--- src/hdl/fscal_pkg.sv ---
// Shared widths, constants and the control bundle of the fair share core allocator.
// Used by fscal_unit, fair_share_core_allocator_top and the testbench; depends on nothing.
`default_nettype none
package fscal_pkg;

    localparam int CORE_W  = 12;
    localparam int TOTAL_W = 16;
    localparam int ACC_W   = 17;
    localparam int TIME_W  = 48;
    localparam int WIN_W   = 32;
    localparam int MASK_W  = 8;
    localparam int BIT_W   = 4;

    localparam logic [WIN_W-1:0]   WINDOW_RESET = 32'd10_000_000;
    localparam logic [CORE_W-1:0]  CORE_MAX     = 12'hFFF;
    localparam logic [ACC_W-1:0]   TOTAL_MAX    = 17'h0FFFF;
    localparam logic [ACC_W-1:0]   ACC_MAX      = 17'h1FFFF;
    localparam logic [BIT_W-1:0]   TOP_BIT      = 4'd11;

    localparam logic CFG_WINDOW = 1'b0;
    localparam logic CFG_MASK   = 1'b1;

    typedef struct packed {
        logic                clamp;
        logic [CORE_W-1:0]   lim;
        logic [ACC_W-1:0]    sat_hi;
    } t_unit_ctl;

endpackage
`default_nettype wire

--- src/hdl/fair_share_core_allocator_top.sv ---
// Top level of the fair share core allocator: sequencer, node and connection tables.
// Depends on fscal_pkg, fscal_ram and fscal_unit.
//
//   channel  direction  handshake                 payload
//   in       sink       i_in_valid / o_in_stall   mode, node, conn, core count, time
//   out      source     o_out_valid / i_out_stall status, granted cores, live total
//   cfg      sink       i_cfg_we                  index, data
//
// A core request makes one pass over the node table, twelve bisection passes of the water
// level over the connection table and a ranking pass, all through the one accumulate unit
// and one read port per table. Reset clears the sequencer, mask, live total, output valid
// and table valid bits at once and loads the default window; no clearing pass.
// Input is stalled while an item is at work; a waiting result holds the sequencer in its
// last step until the previous beat has been taken.
`default_nettype none
module fair_share_core_allocator_top #(
    parameter int NODE_SLOTS = 16,
    parameter int CONN_SLOTS = 8
) (
    input  wire logic        i_clk,
    input  wire logic        i_rst_n,
    input  wire logic        i_in_valid,
    output logic             o_in_stall,
    input  wire logic        i_in_mode,
    input  wire logic [3:0]  i_in_node_index,
    input  wire logic [2:0]  i_in_conn_index,
    input  wire logic [11:0] i_in_core_count,
    input  wire logic [47:0] i_in_now_usec,
    output logic             o_out_valid,
    input  wire logic        i_out_stall,
    output logic             o_out_status,
    output logic [11:0]      o_out_granted_cores,
    output logic [15:0]      o_out_live_core_total,
    input  wire logic        i_cfg_we,
    input  wire logic        i_cfg_index,
    input  wire logic [31:0] i_cfg_data
);
    localparam int CORE_W  = fscal_pkg::CORE_W;
    localparam int TOTAL_W = fscal_pkg::TOTAL_W;
    localparam int ACC_W   = fscal_pkg::ACC_W;
    localparam int TIME_W  = fscal_pkg::TIME_W;
    localparam int NAW     = (NODE_SLOTS > 1) ? $clog2(NODE_SLOTS) : 1;
    localparam int CAW     = (CONN_SLOTS > 1) ? $clog2(CONN_SLOTS) : 1;
    localparam int MAXS    = (NODE_SLOTS > CONN_SLOTS) ? NODE_SLOTS : CONN_SLOTS;
    localparam int CW      = $clog2(MAXS + 1);
    localparam int NODE_DW = TIME_W + CORE_W;

    typedef enum logic [4:0] {
        S_IDLE   = 5'b00001,
        S_NODES  = 5'b00010,
        S_SEARCH = 5'b00100,
        S_RANK   = 5'b01000,
        S_DONE   = 5'b10000
    } t_state;

    t_state r_state, n_state;

    logic [fscal_pkg::WIN_W-1:0]  r_window;
    logic [fscal_pkg::MASK_W-1:0] r_mask;
    logic [NODE_SLOTS-1:0]        r_node_vld;
    logic [CONN_SLOTS-1:0]        r_conn_vld;
    logic [TOTAL_W-1:0]           r_live_total;

    logic [TIME_W-1:0]            r_now;
    logic [2:0]                   r_conn;
    logic                         r_is_req;
    logic                         r_status;
    logic [CW-1:0]                r_cnt;
    logic                         r_vld_q;
    logic [ACC_W-1:0]             r_acc;
    logic [ACC_W-1:0]             r_s_best;
    logic [CORE_W-1:0]            r_level;
    logic [fscal_pkg::BIT_W-1:0]  r_bit;
    logic [CORE_W-1:0]            r_need_c;

    logic                         r_out_valid;
    logic                         r_out_status;
    logic [CORE_W-1:0]            r_out_grant;
    logic [TOTAL_W-1:0]           r_out_total;

    logic                         in_acc;
    logic                         node_ok;
    logic                         conn_ok;
    logic [8:0]                   node_wide;
    logic [6:0]                   conn_wide;
    logic [NAW-1:0]               node_waddr;
    logic [CAW-1:0]               conn_waddr;
    logic                         node_we;
    logic                         conn_we;
    logic                         node_re;
    logic                         conn_re;
    logic [NODE_DW-1:0]           node_rdata;
    logic [CORE_W-1:0]            conn_rdata;
    logic [CORE_W-1:0]            node_cores;
    logic [TIME_W-1:0]            node_age;
    logic                         node_live;
    logic [CORE_W-1:0]            need;
    logic [CW-1:0]                proc_idx;
    logic                         proc;
    logic                         node_last;
    logic                         conn_last;
    logic [CORE_W-1:0]            cand;
    logic [ACC_W-1:0]             unit_acc;
    logic [CORE_W-1:0]            unit_opnd;
    fscal_pkg::t_unit_ctl         unit_ctl;
    logic [ACC_W-1:0]             unit_sum;
    logic                         out_free;
    logic [TOTAL_W-1:0]           remain;
    logic                         bump;
    logic [CORE_W-1:0]            grant;

    assign in_acc     = i_in_valid && !o_in_stall;
    assign node_ok    = 32'(i_in_node_index) < NODE_SLOTS;
    assign conn_ok    = (32'(i_in_conn_index) < CONN_SLOTS) && r_mask[i_in_conn_index];
    assign node_wide  = {5'b0, i_in_node_index};
    assign conn_wide  = {4'b0, i_in_conn_index};
    assign node_waddr = node_wide[NAW-1:0];
    assign conn_waddr = conn_wide[CAW-1:0];
    assign node_we    = in_acc && !i_in_mode && node_ok;
    assign conn_we    = in_acc && i_in_mode && conn_ok;
    assign node_re    = (r_state == S_NODES) && (32'(r_cnt) < NODE_SLOTS);
    assign conn_re    = ((r_state == S_SEARCH) || (r_state == S_RANK)) &&
                        (32'(r_cnt) < CONN_SLOTS);

    fscal_ram #(
        .WIDTH (NODE_DW),
        .DEPTH (NODE_SLOTS)
    ) u_node_ram (
        .i_clk   (i_clk),
        .i_we    (node_we),
        .i_waddr (node_waddr),
        .i_wdata ({i_in_now_usec, i_in_core_count}),
        .i_re    (node_re),
        .i_raddr (r_cnt[NAW-1:0]),
        .o_rdata (node_rdata)
    );

    fscal_ram #(
        .WIDTH (CORE_W),
        .DEPTH (CONN_SLOTS)
    ) u_conn_ram (
        .i_clk   (i_clk),
        .i_we    (conn_we),
        .i_waddr (conn_waddr),
        .i_wdata (i_in_core_count),
        .i_re    (conn_re),
        .i_raddr (r_cnt[CAW-1:0]),
        .o_rdata (conn_rdata)
    );

    fscal_unit u_unit (
        .i_acc  (unit_acc),
        .i_opnd (unit_opnd),
        .i_ctl  (unit_ctl),
        .o_sum  (unit_sum)
    );

    always_comb begin
        node_cores = r_vld_q ? node_rdata[CORE_W-1:0] : '0;
        node_age   = r_now - node_rdata[NODE_DW-1:CORE_W];
        node_live  = node_age < TIME_W'(r_window);
        need       = r_vld_q ? conn_rdata : '0;
        proc       = r_cnt != '0;
        proc_idx   = r_cnt - CW'(1);
        node_last  = r_cnt == CW'(NODE_SLOTS);
        conn_last  = r_cnt == CW'(CONN_SLOTS);
        cand       = r_level | (CORE_W'(1) << r_bit);
        unit_acc   = r_acc;
        unit_opnd  = '0;
        unit_ctl   = '{clamp: 1'b0, lim: fscal_pkg::CORE_MAX, sat_hi: fscal_pkg::ACC_MAX};
        case (r_state)
            S_NODES: begin
                unit_opnd       = node_live ? node_cores : '0;
                unit_ctl.sat_hi = fscal_pkg::TOTAL_MAX;
            end
            S_SEARCH: begin
                unit_opnd     = need;
                unit_ctl.clamp = 1'b1;
                unit_ctl.lim   = cand;
            end
            S_RANK: begin
                unit_opnd = ((32'(proc_idx) < 32'(r_conn)) && (need > r_level)) ?
                            CORE_W'(1) : '0;
            end
            default: begin
                unit_opnd = '0;
            end
        endcase
    end

    always_comb begin
        out_free = !r_out_valid || !i_out_stall;
        remain   = r_live_total - r_s_best[TOTAL_W-1:0];
        bump     = r_acc < ACC_W'(remain);
        grant    = '0;
        if (r_is_req && !r_status) begin
            grant = (r_need_c <= r_level) ? r_need_c : r_level + CORE_W'(bump);
        end
    end

    always_comb begin
        n_state = r_state;
        case (r_state)
            S_IDLE: begin
                if (i_in_valid) begin
                    n_state = (i_in_mode && conn_ok) ? S_NODES : S_DONE;
                end
            end
            S_NODES: begin
                if (node_last) begin
                    n_state = S_SEARCH;
                end
            end
            S_SEARCH: begin
                if (conn_last && (r_bit == '0)) begin
                    n_state = S_RANK;
                end
            end
            S_RANK: begin
                if (conn_last) begin
                    n_state = S_DONE;
                end
            end
            S_DONE: begin
                if (out_free) begin
                    n_state = S_IDLE;
                end
            end
            default: begin
                n_state = S_IDLE;
            end
        endcase
    end

    always_ff @(posedge i_clk) begin
        if (!i_rst_n) begin
            r_state      <= S_IDLE;
            r_window     <= fscal_pkg::WINDOW_RESET;
            r_mask       <= '0;
            r_node_vld   <= '0;
            r_conn_vld   <= '0;
            r_live_total <= '0;
            r_out_valid  <= 1'b0;
        end else begin
            r_state <= n_state;
            if (i_cfg_we) begin
                case (i_cfg_index)
                    fscal_pkg::CFG_WINDOW: r_window <= i_cfg_data;
                    fscal_pkg::CFG_MASK:   r_mask   <= i_cfg_data[fscal_pkg::MASK_W-1:0];
                    default:               r_mask   <= r_mask;
                endcase
            end
            if (node_we) begin
                r_node_vld[node_waddr] <= 1'b1;
            end
            if (conn_we) begin
                r_conn_vld[conn_waddr] <= 1'b1;
            end
            if ((r_state == S_NODES) && node_last) begin
                r_live_total <= unit_sum[TOTAL_W-1:0];
            end
            r_out_valid <= ((r_state == S_DONE) && out_free) || (r_out_valid && i_out_stall);
        end
    end

    always_ff @(posedge i_clk) begin
        case (r_state)
            S_IDLE: begin
                if (in_acc) begin
                    r_now    <= i_in_now_usec;
                    r_conn   <= i_in_conn_index;
                    r_is_req <= i_in_mode;
                    r_status <= i_in_mode && !conn_ok;
                    r_cnt    <= '0;
                    r_acc    <= '0;
                end
            end
            S_NODES: begin
                if (node_re) begin
                    r_vld_q <= r_node_vld[r_cnt[NAW-1:0]];
                end
                if (node_last) begin
                    r_cnt    <= '0;
                    r_acc    <= '0;
                    r_bit    <= fscal_pkg::TOP_BIT;
                    r_level  <= '0;
                    r_s_best <= '0;
                end else begin
                    r_cnt <= r_cnt + CW'(1);
                    if (proc) begin
                        r_acc <= unit_sum;
                    end
                end
            end
            S_SEARCH: begin
                if (conn_re) begin
                    r_vld_q <= r_conn_vld[r_cnt[CAW-1:0]];
                end
                if (conn_last) begin
                    r_cnt <= '0;
                    r_acc <= '0;
                    r_bit <= r_bit - fscal_pkg::BIT_W'(1);
                    if (unit_sum <= ACC_W'(r_live_total)) begin
                        r_level  <= cand;
                        r_s_best <= unit_sum;
                    end
                end else begin
                    r_cnt <= r_cnt + CW'(1);
                    if (proc) begin
                        r_acc <= unit_sum;
                    end
                end
            end
            S_RANK: begin
                r_cnt <= r_cnt + CW'(1);
                if (conn_re) begin
                    r_vld_q <= r_conn_vld[r_cnt[CAW-1:0]];
                end
                if (proc) begin
                    r_acc <= unit_sum;
                    if (32'(proc_idx) == 32'(r_conn)) begin
                        r_need_c <= need;
                    end
                end
            end
            S_DONE: begin
                if (out_free) begin
                    r_out_status <= r_status;
                    r_out_grant  <= grant;
                    r_out_total  <= r_live_total;
                end
            end
            default: begin
                r_cnt <= '0;
            end
        endcase
    end

    assign o_in_stall            = r_state != S_IDLE;
    assign o_out_valid           = r_out_valid;
    assign o_out_status          = r_out_status;
    assign o_out_granted_cores   = r_out_grant;
    assign o_out_live_core_total = r_out_total;

    a_report_short: assert property (@(posedge i_clk) disable iff (!i_rst_n)
        (in_acc && !i_in_mode) |=> (r_state == S_DONE))
        else $error("node report did not go straight to the result step");

    a_level_rises: assert property (@(posedge i_clk) disable iff (!i_rst_n)
        (r_state == S_SEARCH) |=> (r_level >= $past(r_level)))
        else $error("water level fell during the search");

    a_best_fits: assert property (@(posedge i_clk) disable iff (!i_rst_n)
        (r_state == S_RANK) |-> (r_s_best <= ACC_W'(r_live_total)))
        else $error("accepted level hands out more cores than are live");

    a_refused_zero: assert property (@(posedge i_clk) disable iff (!i_rst_n)
        (o_out_valid && o_out_status) |-> (o_out_granted_cores == '0))
        else $error("refused request carries a grant");

    a_grant_bound: assert property (@(posedge i_clk) disable iff (!i_rst_n)
        o_out_valid |-> (TOTAL_W'(o_out_granted_cores) <= o_out_live_core_total))
        else $error("grant exceeds the live core total");

endmodule
`default_nettype wire

--- src/hdl/fscal_ram.sv ---
// Generic single write port RAM with one registered read port.
// Stand-alone; no package dependency.
`default_nettype none
module fscal_ram #(
    parameter  int WIDTH = 8,
    parameter  int DEPTH = 16,
    localparam int AW    = (DEPTH > 1) ? $clog2(DEPTH) : 1
) (
    input  wire logic                       i_clk,
    input  wire logic                       i_we,
    input  wire logic [AW-1:0]              i_waddr,
    input  wire logic [WIDTH-1:0]           i_wdata,
    input  wire logic                       i_re,
    input  wire logic [AW-1:0]              i_raddr,
    output logic      [WIDTH-1:0]           o_rdata
);
    logic [WIDTH-1:0] r_mem [DEPTH];
    logic [WIDTH-1:0] r_rdata;

    always_ff @(posedge i_clk) begin
        if (i_we) begin
            r_mem[i_waddr] <= i_wdata;
        end
        if (i_re) begin
            r_rdata <= r_mem[i_raddr];
        end
    end

    assign o_rdata = r_rdata;

endmodule
`default_nettype wire

--- src/hdl/fscal_unit.sv ---
// Shared accumulate unit: adds an optionally clamped operand to an accumulator
// and saturates the sum. Depends on fscal_pkg.
`default_nettype none
module fscal_unit (
    input  wire logic [fscal_pkg::ACC_W-1:0]  i_acc,
    input  wire logic [fscal_pkg::CORE_W-1:0] i_opnd,
    input  wire fscal_pkg::t_unit_ctl         i_ctl,
    output logic      [fscal_pkg::ACC_W-1:0]  o_sum
);
    logic [fscal_pkg::CORE_W-1:0] term;
    logic [fscal_pkg::ACC_W:0]    sum;

    always_comb begin
        term = (i_ctl.clamp && (i_opnd > i_ctl.lim)) ? i_ctl.lim : i_opnd;
        sum  = {1'b0, i_acc} + (fscal_pkg::ACC_W + 1)'(term);
        o_sum = (sum > {1'b0, i_ctl.sat_hi}) ? i_ctl.sat_hi : sum[fscal_pkg::ACC_W-1:0];
    end

endmodule
`default_nettype wire

--- config.mk ---
export PLATFORM = sky130hd
export DESIGN_NAME = fair_share_core_allocator_top
export DESIGN_NICKNAME = d
export VERILOG_FILES = /design/src/hdl/fscal_pkg.sv /design/src/hdl/fair_share_core_allocator_top.sv /design/src/hdl/fscal_ram.sv /design/src/hdl/fscal_unit.sv
export SDC_FILE = /design/constraint.sdc
export NUM_CORES = 2
export LEC_CHECK = 0
export ABC_AREA = 1
export BUFFER_PORTS_ARGS = -buffer_cell sky130_fd_sc_hd__buf_2
export CAP_MARGIN = 10
export CORE_MARGIN = 2
export CORE_UTILIZATION = 30
export DETAILED_ROUTE_END_ITERATION = 8
export PLACE_DENSITY = 0.49
export SLEW_MARGIN = 20
export SYNTH_ARGS = -nofsm -noshare
export SYNTH_HDL_FRONTEND = slang
export SYNTH_HIERARCHICAL = 1
export SYNTH_SLANG_ARGS = --single-unit
--- constraint.sdc ---
create_clock -name i_clk -period 11.55 [get_ports i_clk]
set_clock_uncertainty 0.1 [all_clocks]
set_input_delay 1.155 -clock i_clk [delete_from_list [all_inputs] [get_ports i_clk]]
set_output_delay 1.155 -clock i_clk [all_outputs]
set_load 0.1 [all_outputs]
-- Word-level counts from Yosys, hierarchy flattened
Memory sizes are Yosys's and may differ from the RTL's. A register that Yosys moved wholly into a read port is not among the register bits.
Index checks and enable logic that the tools add are counted.
- output and inout port bits: 31
- register bits: 235
- logic and storage cells: 168
- memories: 2
- memory bits (writable): 1056
- bits of input ports: 106
- memory list (memory ; words ; width ; rd ports ; clocked after Yosys merged registers in ; write ports ; RTL line ; RTL):
    u_node_ram.r_mem ; 16 ; 60 ; 1 ; 1 ; 1 ; fscal_ram.sv:17 ; logic [WIDTH-1:0] r_mem [DEPTH];
    u_conn_ram.r_mem ; 8 ; 12 ; 1 ; 1 ; 1 ; fscal_ram.sv:17 ;
- add/sub/neg operators: 7
- reductions and logical operators: 43
- muxes and demuxes: 54
- order comparisons: 16
- bitwise gates (word level): 5
- shifts and indexed selects: 1
- equality and inequality tests: 19
- operators by type and width (operator ; count):
    two-way mux 17 bit ; 6
    two-way mux 12 bit ; 8
    case mux 17 bit (4 select lines) ; 1
    case mux 5 bit (5 select lines) ; 2
    less-than comparator 48 x 32 -> 1 bit ; 1
    two-way mux 16 bit ; 3
    subtractor 48 bit ; 1
    two-way mux 5 bit ; 9
    case mux 12 bit (3 select lines) ; 1
    case mux 16 bit (2 select lines) ; 1
    > comparator 12 bit ; 2
    case mux 12 bit (2 select lines) ; 1
    adder 17 x 12 -> 18 bit ; 1
    > comparator 18 x 17 -> 1 bit ; 1
    less-or-equal comparator 17 x 16 -> 1 bit ; 1
    logical AND 1 bit ; 17
    less-than comparator 17 x 16 -> 1 bit ; 1
    bitwise OR 16 bit ; 1
    subtractor 16 bit ; 1
    inequality test 2 bit, second input constant ; 7
    two-way mux 13 bit ; 1
    adder 12 x 1 -> 12 bit ; 1
    less-or-equal comparator 12 bit ; 1
    two-way mux 1 bit ; 12
    other kinds (40) ; 64

-- Logic depth before layout (Yosys ltp)
- depth after elaboration: 15
- depth in mapped cells: 73
- depth with buffers taken out: 70

-- Cells and area by module
The synthesis kept the hierarchy.
- by module, submodules not included (module ; seq. area each (um^2) ; area each (um^2) ; cells an instance ; instances):
    fscal_ram at u_node_ram ; 30629.4 ; 42813.6 ; 3950 ; 1
    fair_share_core_allocator_top ; 6195.9 ; 16671.0 ; 2256 ; 1
    fscal_ram at u_conn_ram ; 3243.1 ; 4599.4 ; 445 ; 1
    fscal_unit ; 0.0 ; 1898.1 ; 317 ; 1

-- Worst setup path before layout
Ideal clock, no wire load.
- kind: register -> register
- start: register r_now[0]
- end: register r_level[0], enable pin
- data arrival time: 8.580 ns
- stages on the path, launching flop included: 67
- setup slack: 2.487 ns
- setup time: 0.383 ns
- data required time: 11.067 ns
- path buffers: 3
- clock period less this slack: 9.063 ns
- cell sequence: edfxtp_1 inv_1 ha_1 inv_1 fa_1 nand2_1 nand2_1 nand3_1 nand2_1 nand2_1 nand2_1 a21oi_1 o21ai_0 xor2_1 ha_1 nand2_1 inv_1 nand3_1 (+31 left out) nand3_1 nand2_1 nand2_1 nand2_1 nand2_1 nand2_1 nand2_1 nand2_2 nand2_4 buf_12 nand2_2 nand2_2 ha_1 nand4_1 or2_2 o311ai_0 nand2_1 inv_1
- cells in the longest elaborated chain, start to end: 13
- ends and longest elaborated chain (item ; RTL line ; RTL):
    from (decl) ; fair_share_core_allocator_top.sv:64 ; logic [TIME_W-1:0] r_now;
    from (signal assigned) ; fair_share_core_allocator_top.sv:270 ; r_now <= i_in_now_usec;
    subtractor 48 bit (*) ; fair_share_core_allocator_top.sv:160 ; node_age = r_now - node_rdata[NODE_DW-1:CORE_W];
    less-than comparator 48 x 32 -> 1 bit (*) ; fair_share_core_allocator_top.sv:161 ; node_live = node_age < TIME_W'(r_window);
    two-way mux 12 bit (*) ; fair_share_core_allocator_top.sv:173 ; unit_opnd = node_live ? node_cores : '0;
    case mux 12 bit (3 select lines) (*) ; fair_share_core_allocator_top.sv:171 ; case (r_state)
    net unit_opnd[0] ; fair_share_core_allocator_top.sv:104 ; logic [CORE_W-1:0] unit_opnd;
    > comparator 12 bit ; fscal_unit.sv:14 ; term = (i_ctl.clamp && (i_opnd > i_ctl.lim)) ? i_ctl.lim : i_opnd;
    logical AND 1 bit ; fscal_unit.sv:14 ;
    two-way mux 12 bit (*) ; fscal_unit.sv:14 ;
    adder 17 x 12 -> 18 bit (*) ; fscal_unit.sv:15 ; sum = {1'b0, i_acc} + (fscal_pkg::ACC_W + 1)'(term);
    > comparator 18 x 17 -> 1 bit ; fscal_unit.sv:16 ; o_sum = (sum > {1'b0, i_ctl.sat_hi}) ? i_ctl.sat_hi : sum[fscal_pkg::ACC_W-1:0];
    two-way mux 17 bit (*) ; fscal_unit.sv:16 ;
    net unit_sum[14] ; fair_share_core_allocator_top.sv:106 ; logic [ACC_W-1:0] unit_sum;
    less-or-equal comparator 17 x 16 -> 1 bit (*) ; fair_share_core_allocator_top.sv:303 ; if (unit_sum <= ACC_W'(r_live_total)) begin
    inequality test 2 x 1 -> 1 bit (no line) (*) ; n/a ;
    AND reduction 4 bit (no line) (*) ; n/a ;
    to (signal assigned) ; fair_share_core_allocator_top.sv:304 ; r_level <= cand;
    to (decl) ; fair_share_core_allocator_top.sv:72 ; logic [CORE_W-1:0] r_level;
Mark *: on every way through the listed nets, which the timed path passes. The rest lies on a longest branch.
A chain may end at the register's enable or synchronous reset.

-- Final worst setup path
- start: register r_now[0]
- end: register r_level[5], enable pin
Same word-level chain as after synthesis.

==> flow_summary.json <==
{
  "crit_arrival_ps": 10890,
  "fmax_mhz": 95.7,
  "min_to": "r_node_vld[8]",
  "p_switching_uw": 5650,
  "final_hold_viol_count": 0,
  "period_share_pct": 90.5,
  "start_util_pct": 30.1,
  "synth.area.top_cells": "edfxtp_1, nand2_1, inv_1",
  "r2r_slack_ps": 1100,
  "drtAntennaViolNets": 0,
  "cts_hold_buf": 0,
  "routed_wl_mm": 196,
  "finalSetupViolCount": 0,
  "dp_hpwl_mm": 118,
  "path_max_fanout": 18,
  "final_common_cell": "nand2_1",
  "drt_first_pass_iters": 5,
  "rsz0062_at_grt": "no",
  "drt_iter0_markers": 3541,
  "worst-path-buf-inv": 9,
  "place_congestion": 0.927,
  "htreeDepth": 4,
  "min_from": "r_node_vld[8]",
  "worstHoldPathCells": 2,
  "p_seq_share_pct": 37.5,
  "intPower_uw": 9870,
  "p_leak_uw": 0.0326,
  "port_buffers": 136,
  "synth-main-ff-cell": "edfxtp_1",
  "timing.critical_path.mode_cell": "nand2_1",
  "r2r_end": "r_level[5]",
  "area_delta_synth_final_pct": 13.6,
  "layout_common_cells": "nand2_1, inv_1, edfxtp_1, nand3_1, a21oi_1",
  "die_h_um": 473,
  "criticalPathCategory": "reg -> reg",
  "io-pin-count": 137,
  "maxCapViolations": 0,
  "coreArea_um2": 219000,
  "pre_cts_slack_ps": 600,
  "drcViolationCount": 0,
  "clock-sinks": 1363,
  "worstSetupEndpointType": "flop",
  "syn_inst": 6968,
  "routedWlPerCell_um": 19.4,
  "nets": 7416,
  "grt_pass1_wl_mm": 291,
  "max_stage_delay_ps": 450,
  "synth-warning-count": 6,
  "path_clk_slew_ps": 60,
  "ff2ff_path_depth": 68,
  "path_delay_family": "simple AND/OR/NAND/NOR gates",
  "holdWs_ps": 349,
  "cts_tree": "done",
  "layout-drive-gt1-share_pct": 7.91,
  "hold_class": "reg -> reg",
  "rows": 172,
  "cpMaxStageDelayCell": "fa_1",
  "pwr-share-clk_pct": 31.6,
  "grtUsageTotal_pct": 17.3,
  "power_density_nw_per_um2": 207,
  "layout_setup_ws_ps": 1100,
  "slew_headroom_pct": 24.8,
  "yosysTopAreaCellShare_pct": 58.1,
  "cts-root-buf": "clkbuf_16",
  "synth_edf_count": 1277,
  "vias_per_cell": 4.59,
  "switching_share_pct": 36.4,
  "finalSetupTns_ps": 0,
  "drv_slew": 0,
  "postLayoutCellArea_um2": 74900,
  "cts_buffers": 155,
  "pwr-share-comb_pct": 30.9,
  "avgSynthCellArea_um2": 9.47,
  "die_w_um": 473,
  "synth-seq-area-share_pct": 60.7,
  "synth_cell_type_count": 60,
  "die_area_um2": 224000,
  "max_slew.worst_pin.slew_ps": 1120,
  "status": "completed",
  "synth-async-reset-ratio_pct": 0,
  "irDropWorstVdd_mv": 0.227,
  "synth_top_area_cell": "edfxtp_1",
  "period_minus_slack_ps": 10450,
  "ys_seq_elements": 1363,
  "clockBufferDepth": 3,
  "clk_latency_ps": 810,
  "reg2reg_from": "r_now[0]",
  "overflow": 0,
  "antenna_found_initial": 29,
  "required_ps": 11990,
  "grt_max_degree": 169,
  "cp_num_cells": 68,
  "grt_pass1_vias": 44600,
  "vias": 46400,
  "syn_area_um2": 66000,
  "place_area_um2": 69800,
  "startpoint_type": "flop"
}
## logic make-up after synthesis
family                   count (synthesis)  share of synthesized area (%)
buffers and inverters                 1618                           9.73
flip-flops                            1363                           60.7
other                                    1                        0.00568
AO/OA/AOI/OAI                          425                           3.60
XOR/XNOR                                73                          0.969
adder cells (fa/ha/maj)                205                           3.92
AND/OR/NAND/NOR                       3283                           21.1
## layout make-up
cell class                      instances  area [um^2]
Multi-Input combinational cell       4018        19800
Timing Repair Buffer                  212         1310
Antenna cell                            6         15.0
Inverter                             1355         5110
Fill cell                           22300       144000
Clock inverter                         85          851
Sequential cell                      1363        40100
Tap cell                             2871         3590
Clock buffer                          199         4200
## through the flow
step,std cells,util [%],power (uW)
after floorplan,6999,-,9160
after detailed placement,9816,31.9,10800
after global routing,10100,34.2,16400
final,10100,34.2,15500
after global placement,9816,31.9,10700
after CTS,10100,34.2,15700
## flip-flops by register name, summed over array words and instances, names as in the netlist, 16 cells and up
| register | count |
|---|---|
| r_acc | 17 |
| r_window | 32 |
| o_out_live_core_total | 16 |
| u_node_ram/o_rdata | 60 |
| r_live_total | 16 |
| r_now | 48 |
| u_conn_ram/r_mem | 96 |
| r_node_vld | 16 |
| r_s_best | 16 |
| u_node_ram/r_mem | 960 |
## worst register-to-register path: cells and delay by family, from the launching register on
family	cells	cell delay [ps]
flip-flops	1	350
buffers and inverters	9	900
AND/OR/NAND/NOR	38	4310
XOR/XNOR	2	350
AO/OA/AOI/OAI	11	1880
adder cells (fa/ha/maj)	8	2340
## how the worst max path moves through the flow
stage | from | endpoint | slack [ps]
final | r_now[0] | r_level[5] | 1100
after global routing | r_now[0] | r_level[5] | 50
after detailed placement | r_now[0] | r_s_best[14] | 600
after global placement | r_now[0] | r_s_best[13] | 490
after CTS | r_now[0] | r_s_best[3] | 570
after floorplan | r_now[0] | r_level[0] | 2490
## power groups by stage
| stage | clock (uW) | sequential, uW | combinational [uW] |
|---|---|---|---|
| detailed placement | 0 | 5930 | 4830 |
| finish | 4900 | 5820 | 4800 |
| global placement | 0 | 5920 | 4810 |
| floorplan | 0 | 5930 | 3240 |
| CTS | 5020 | 5820 | 4850 |
| global route | 5210 | 5840 | 5370 |
## layer usage
| metal | GRT usage (%) | wire [um] |
|---|---|---|
| met1 | 23.2 | 89000 |
| met2 | 28.9 | 92900 |
| met3 | 2.53 | 8720 |
| met4 | 5.02 | 4870 |
| met5 | 0 | 130 |
## what timing repair did
action / in CTS / in global routing
setup endpoints to repair: 0 / 28
setup buffers: 0 / 2
gates resized for setup: 0 / 3
## cell usage after synthesis (12+ instances only)
| cell type | instances |
|---|---|
| o21ai_0 | 110 |
| nand3_1 | 882 |
| buf_4 | 24 |
| clkbuf_1 | 99 |
| buf_6 | 12 |
| xor2_1 | 47 |
| buf_2 | 121 |
| nand2_2 | 40 |
| a21oi_1 | 211 |
| o21ai_1 | 17 |
| inv_1 | 1310 |
| edfxtp_1 | 1277 |
| nor3_1 | 19 |
| nand2_1 | 2021 |
| inv_2 | 23 |
| ha_1 | 202 |
| nand4_1 | 37 |
| o211ai_1 | 29 |
| clkinv_1 | 22 |
| nor2_2 | 14 |
| nor2_1 | 230 |
| dfxtp_1 | 86 |
| xnor2_1 | 26 |
Note: power is estimated with default switching activity, not from simulation.
